File: src/hdl/rci_pkg.sv
// shared widths, side-band type and saturation helper for the ray/circle core
// no dependencies; every other file of the core imports this package
package rci_pkg;

  localparam int POS_W         = 24;
  localparam int DIR_W         = 16;
  localparam int RAD_W         = 23;
  localparam int T_W           = 26;
  localparam int DIR_FRAC_BITS = 14;

  localparam int OC_W   = POS_W + 1;
  localparam int PROD_W = OC_W + DIR_W;
  localparam int DOT_W  = PROD_W + 1;
  localparam int B_W    = DOT_W + 1 - DIR_FRAC_BITS;
  localparam int NB_W   = B_W + 1;
  localparam int SQ_W   = 2 * OC_W;
  localparam int RR_W   = 2 * RAD_W;
  localparam int C_W    = SQ_W + 1;
  localparam int BB_W   = 2 * B_W;
  localparam int HS_W   = BB_W + 1;
  localparam int ROOT_W = 27;
  localparam int SQR_W  = 2 * ROOT_W;
  localparam int REM_W  = ROOT_W + 2;
  localparam int SUM_W  = NB_W + 1;
  localparam int RND    = 1 << (DIR_FRAC_BITS - 1);

  localparam int IN_W  = 152;
  localparam int OUT_W = 56;

  // travels beside the radicand through the square root stages
  typedef struct packed {
    logic                   valid;
    logic                   miss;
    logic signed [NB_W-1:0] nb;
  } rci_side_t;

  function automatic logic signed [T_W-1:0] sat_t(input logic signed [SUM_W-1:0] v);
    logic [SUM_W-T_W:0] top;
    top = v[SUM_W-1:T_W-1];
    if (top == '0 || top == '1) begin
      sat_t = v[T_W-1:0];
    end else if (v[SUM_W-1]) begin
      sat_t = {1'b1, {(T_W-1){1'b0}}};
    end else begin
      sat_t = {1'b0, {(T_W-1){1'b1}}};
    end
  endfunction

endpackage

File: src/hdl/rci_outbuf.sv
// distance stage with saturation, output register and one-word skid register
// depends on rci_pkg; drives the pipeline enable from the skid state
module rci_outbuf (
  input  logic                              clk,
  input  logic                              rst,
  input  logic        [rci_pkg::ROOT_W-1:0] root,
  input  rci_pkg::rci_side_t                side,
  output logic                              en,
  output logic                              m_tvalid,
  input  logic                              m_tready,
  output logic        [rci_pkg::OUT_W-1:0]  m_tdata
);
  import rci_pkg::*;

  logic signed [SUM_W-1:0] near_w, far_w;
  logic [OUT_W-1:0] zd, sd;
  logic zv, sv;
  logic load_out, load_skid;

  assign near_w = SUM_W'(side.nb) - SUM_W'(root);
  assign far_w  = SUM_W'(side.nb) + SUM_W'(root);

  assign en        = !sv;
  assign load_out  = en ? (zv && (!m_tvalid || m_tready)) : m_tready;
  assign load_skid = en && zv && m_tvalid && !m_tready;

  always_ff @(posedge clk) begin
    if (rst) begin
      zv       <= 1'b0;
      m_tvalid <= 1'b0;
      sv       <= 1'b0;
    end else begin
      if (en) begin
        zv <= side.valid;
      end
      if (load_out) begin
        m_tvalid <= 1'b1;
      end else if (m_tready) begin
        m_tvalid <= 1'b0;
      end
      sv <= en ? load_skid : !m_tready;
    end
  end

  always_ff @(posedge clk) begin
    if (en) begin
      if (side.miss) begin
        zd <= '0;
      end else begin
        zd <= {{(OUT_W - 2*T_W - 1){1'b0}}, sat_t(far_w), sat_t(near_w), 1'b1};
      end
    end
    if (load_out) begin
      m_tdata <= en ? zd : sd;
    end
    if (load_skid) begin
      sd <= zd;
    end
  end

endmodule

File: config.mk
export PLATFORM = sky130hd
export DESIGN_NAME = rci_outbuf
export DESIGN_NICKNAME = d
export VERILOG_FILES = /design/src/hdl/rci_pkg.sv /design/src/hdl/rci_outbuf.sv
export SDC_FILE = /design/constraint.sdc
export NUM_CORES = 1
export LEC_CHECK = 0
export BUFFER_PORTS_ARGS = -buffer_cell sky130_fd_sc_hd__buf_4
export CORE_UTILIZATION = 60
export DETAILED_ROUTE_END_ITERATION = 10
export GPL_TIMING_DRIVEN = 0
export PLACE_DENSITY = 0.88
export SLEW_MARGIN = 20
export SYNTH_ARGS = -nofsm -noshare
export SYNTH_HDL_FRONTEND = slang
export SYNTH_SLANG_ARGS = --single-unit
File: constraint.sdc
create_clock -name clk -period 11 [get_ports clk]
set_clock_uncertainty 0.15 [all_clocks]
set_input_delay 2.2 -clock clk [delete_from_list [all_inputs] [get_ports clk]]
set_output_delay 2.2 -clock clk [all_outputs]
set_load 0.1 [all_outputs]
* After elaboration in Yosys (flattened, before gate mapping)
Cells that the tools add are included.
** Word-level totals
- Register bits :: 171
- Word-level logic and storage cells :: 34
** Cells by class
- $add $sub $neg :: 2
- Equal/unequal tests :: 2
- Multiplexer cells :: 10
- Reductions and logical operators :: 13
** Operator list (count)
- 2-to-1 mux 26 bit :: 4
- 2-to-1 mux 56 bit :: 1
- adder 30 x 28 -> 31 bit :: 1
- subtractor 30 x 28 -> 31 bit :: 1
- equality test 6 bit (second input constant) :: 2
- zero test 6 bit :: 2
- 2-to-1 mux 1 bit :: 5
- logical AND 1 bit :: 4
- zero test 1 bit :: 3
- logical OR 1 bit :: 3
- nonzero test 2 bit :: 1

* Depth between registers and ports, before layout
- Depth in word-level cells :: 5
- Mapped depth :: 15
- Depth with buffers taken out :: 13

* Worst setup path before layout
No wires, ideal clock.
- Kind :: input-to-reg
- Start point :: in m_tready
- End point :: reg sd[0] (enable)
- Arrival time :: 5.855 ns
- Stages :: 1
- Library setup time :: 0.529 ns
- Setup slack :: 4.466 ns
- Required time :: 10.321 ns
- Cells stage by stage :: nor3_1
** Between the ends
- Longest elaborated chain between the ends :: 2
** RTL lines
- from (decl) :: RTL line rci_outbuf.sv:10 : input logic m_tready,
- zero test 1 bit :: RTL line rci_outbuf.sv:25 : assign load_skid = en && zv && m_tvalid && !m_tready;
- logical AND 1 bit :: RTL line rci_outbuf.sv:25
- to (signal assigned) :: RTL line rci_outbuf.sv:57 : sd <= zd;
- to (decl) :: RTL line rci_outbuf.sv:16 : logic [OUT_W-1:0] zd, sd;
No other way between the ends.
A chain may end at the register's enable or synchronous reset.

* Worst setup path in the final report
- Start point :: in root[8] (netlist name)
- End point :: reg zd[37] (data pin)
** Between the ends
- Longest elaborated chain between the ends :: 4
- Elaborated cells between the ends (all ways) :: 6
- Those cells by class :: add/sub: 1; eq/ne: 1; mux: 2; reduce/logical: 2
** RTL lines
- from (decl) :: RTL line rci_outbuf.sv:6 : input logic [rci_pkg::ROOT_W-1:0] root,
- adder 30 x 28 -> 31 bit * :: RTL line rci_outbuf.sv:21 : assign far_w = SUM_W'(side.nb) + SUM_W'(root);
- equality test 6 bit or zero test 6 bit (tied branches) :: RTL line rci_pkg.sv:40 : if (top == '0 || top == '1) begin
- logical OR 1 bit :: RTL line rci_pkg.sv:40
- 2-to-1 mux 26 bit * :: RTL line rci_pkg.sv:40
- to (signal assigned) :: RTL line rci_outbuf.sv:50 : zd <= {{(OUT_W - 2*T_W - 1){1'b0}}, sat_t(far_w), sat_t(near_w), 1'b1};
- to (decl) :: RTL line rci_outbuf.sv:16
Every way passes the cells marked *; elsewhere a longest branch is shown, timed or not.

==> out/qor.yml <==
cts_resized: 0
synthArstFlopShare_pct: 0
p_sw_mw: 0.559
seqPwrFrac_pct: 41.5
grt-ovfl-total: 0
antenna_found_initial: 0
gp_congestion: 0.963
p_clk_share_pct: 35.1
dp_hpwl_microns: 16100
yosysWarnings: 0
clockRootBuffer: "clkbuf_16"
grt_pass1_vias: 6908
ys_ff_latch: 162
clock_latency_ns: 0.44
setup_viol: 0
drc: 0
wire_per_inst_microns: 19.5
crit_required_ns: 11.00
holdWs_ns: 0.294
grt_pass1_wl_microns: 35200
routed_wl_microns: 22200
h-tree-depth: 4
max-slew-margin-rel_pct: 26.7
antenna_cells: 0
cts_hold_buf: 0
rows: 45
dpl_worst_slack_ns: 4.41
drive_above_1_share_pct: 27.8
setup_slack_ns: 4.77
drt_iter0_drc: 739
cts_setup_buffers: 0
io_pins: 120
post-place-cells: 1109
rsz0062_at_grt: "no"
syn_area_sq_mm: 0.00934
met1_length_microns: 9400
netlist_instances: 798
report.final.slew_viol_count: 0
switching_share_pct: 31.1
top_layer: "met4"
cts_buffers: 17
p_per_area_mw_per_mm2: 161
start_kind: "input pin"
fill_cells: 1015
critPathKind: "input pin to flip-flop"
synthTopCellsByCount: "edfxtp_1, a21oi_1, inv_1"
synth_top_area_share_pct: 51.1
grt_use_total_pct: 29.1
seq_area_frac_synth_pct: 51.8
portBuffers: 116
cts_tree: "yes"
dr.pass1.iters: 5
drv_cap: 0
hold_viol: 0
avgSynthCellArea_sq_um: 11.7
synth_edf_count: 159
p_int_mw: 1.24
leakage_nw: 4.71
fp.dieW_microns: 127
cts.path.max_buffers: 2
critPathCaptureType: "flip-flop"
finalCoreUtilization_pct: 73.3
hold_class: "flip-flop to flip-flop"
finalInstanceArea_sq_mm: 0.0111
yosysTopAreaCell: "edfxtp_1"
yosysMostFrequentCell: "edfxtp_1"
area_delta_synth_final_pct: 19.3
clkTransAtPathRegs_ns: 0.06
fin_cells: 1141
die_area_sq_mm: 0.0161
synth.area.top_cells: "edfxtp_1, ha_1, mux2_2"
coreArea_sq_mm: 0.0152
vias: 6818
synth.distinct_cells: 75
arrival_ns: 6.23
start_util_pct: 61.4
die_h_microns: 127
fin_setup_tns_ns: 0
dpl-instance-area_sq_mm: 0.0105
ir_worst_vdd_uv: 123
period_needed_ns: 6.23
cts_sinks: 162
wl_met3_microns: 1190
p_comb_share_pct: 23.3
finalCritPeriodShare_pct: 56.7
synth_flop_cell: "edfxtp_1"
tightest_slew_ns: 1.09
finalNetCount: 1058
power.total_mw: 1.80
wl_met2_microns: 11100
drtAntennaViolNets: 0
vias_per_cell: 5.98
fmax_mhz: 160
grt_max_degree: 57
status: "complete, no violations"
critical_path_peak_fanout: 10
-- kinds of logic (layout without fill, tap and decap cells) --
family | Yosys count | in the layout | share of synthesized area [%]
flops | 162 | 162 | 51.8
mux | 55 | 55 | 6.60
xor+xnor | 42 | 42 | 4.02
buf+inv | 101 | 254 | 4.74
simple gates | 158 | 158 | 8.34
compound gates | 223 | 223 | 16.8
fa+ha+maj | 56 | 56 | 7.66
other cells | 1 | 3 | 0.0401
-- layer usage --
layer,track usage (%),vias to the layer above
li1,-,3232
met3,5.10,52
met2,49.1,288
met5,0,-
met1,37.0,3246
met4,12.7,0
-- path summary, 6_finish.rpt --
| path | cells past startpoint | slack (ns) | startpoint | endpoint |
|---|---|---|---|---|
| min reg2reg | 0 | 0.29 | zd[36]$_SDFFCE_PP0N_ | sd[36]$_DFFE_PP_ |
| min | 0 | 0.29 | zd[36]$_SDFFCE_PP0N_ | sd[36]$_DFFE_PP_ |
| max reg2reg | 4 | 7.95 | sv$_SDFF_PP0_ | m_tdata[41]$_DFFE_PP_ |
| max | 14 | 4.77 | root[8] | zd[37]$_SDFFCE_PP0N_ |
-- worst max-delay path, cell delays in order --
cell and delay [ns]:
buf_4 0.09, inv_1 0.04, ha_1 0.29, buf_6 0.14
or4_1 0.54, or4_1 0.50, a21oi_2 0.24, nor4_1 0.08
nor2_1 0.25, a31oi_1 0.20, xnor2_2 0.21, a41oi_1 0.91
buf_2 0.45, a21oi_1 0.08
-- state kept, by name, indices dropped and copies added (netlist names) --
register and flops:
m_tdata 53, sd 53, zd 53, m_tvalid 1, sv 1, zv 1
-- power by group through the flow --
stage	Combinational, mW	Clock, mW	Sequential, mW
2_1_floorplan	0.212	0	0.848
3_3_place_gp	0.404	0	0.757
3_5_place_dp	0.410	0	0.759
4_1_cts	0.415	0.636	0.746
5_1_grt	0.448	0.659	0.749
6_report	0.419	0.632	0.746
-- area by class of cell --
cell class                 instances  area, sq um  share of cell area (%)
buffer                            38          206                    1.85
clock inverter                    14          195                    1.75
clock buffer                      18          439                    3.94
multi-input combinational        537         4090                    36.6
tap                              188          235                    2.11
sequential                       162         4830                    43.4
timing repair buffer             121          912                    8.18
inverter                          63          239                    2.14
-- layout by cell type (no fill, tap or decap), types with 4 or more instances in the layout --
| cell type | n |
|---|---|
| xnor2_1 | 36 |
| nor2b_1 | 9 |
| o21ai_0 | 26 |
| edfxtp_1 | 159 |
| a21oi_1 | 62 |
| nand3_1 | 8 |
| nand2b_1 | 9 |
| a21o_1 | 32 |
| a21oi_2 | 16 |
| nand2_1 | 36 |
| nand4b_1 | 4 |
| a211oi_1 | 6 |
| and3_1 | 7 |
| o21bai_1 | 12 |
| a31oi_1 | 7 |
| inv_1 | 59 |
| o31ai_1 | 8 |
| ha_1 | 54 |
| buf_1 | 7 |
| mux2_2 | 53 |
| nand4_1 | 7 |
| o211ai_1 | 4 |
| clkbuf_1 | 11 |
| nor3_1 | 10 |
| nor2_1 | 47 |
| buf_2 | 12 |
| xor2_1 | 5 |
| a31o_2 | 4 |
| a41oi_1 | 4 |
| clkbuf_16 | 17 |
| buf_4 | 125 |
(Power assumes the default switching activity.)
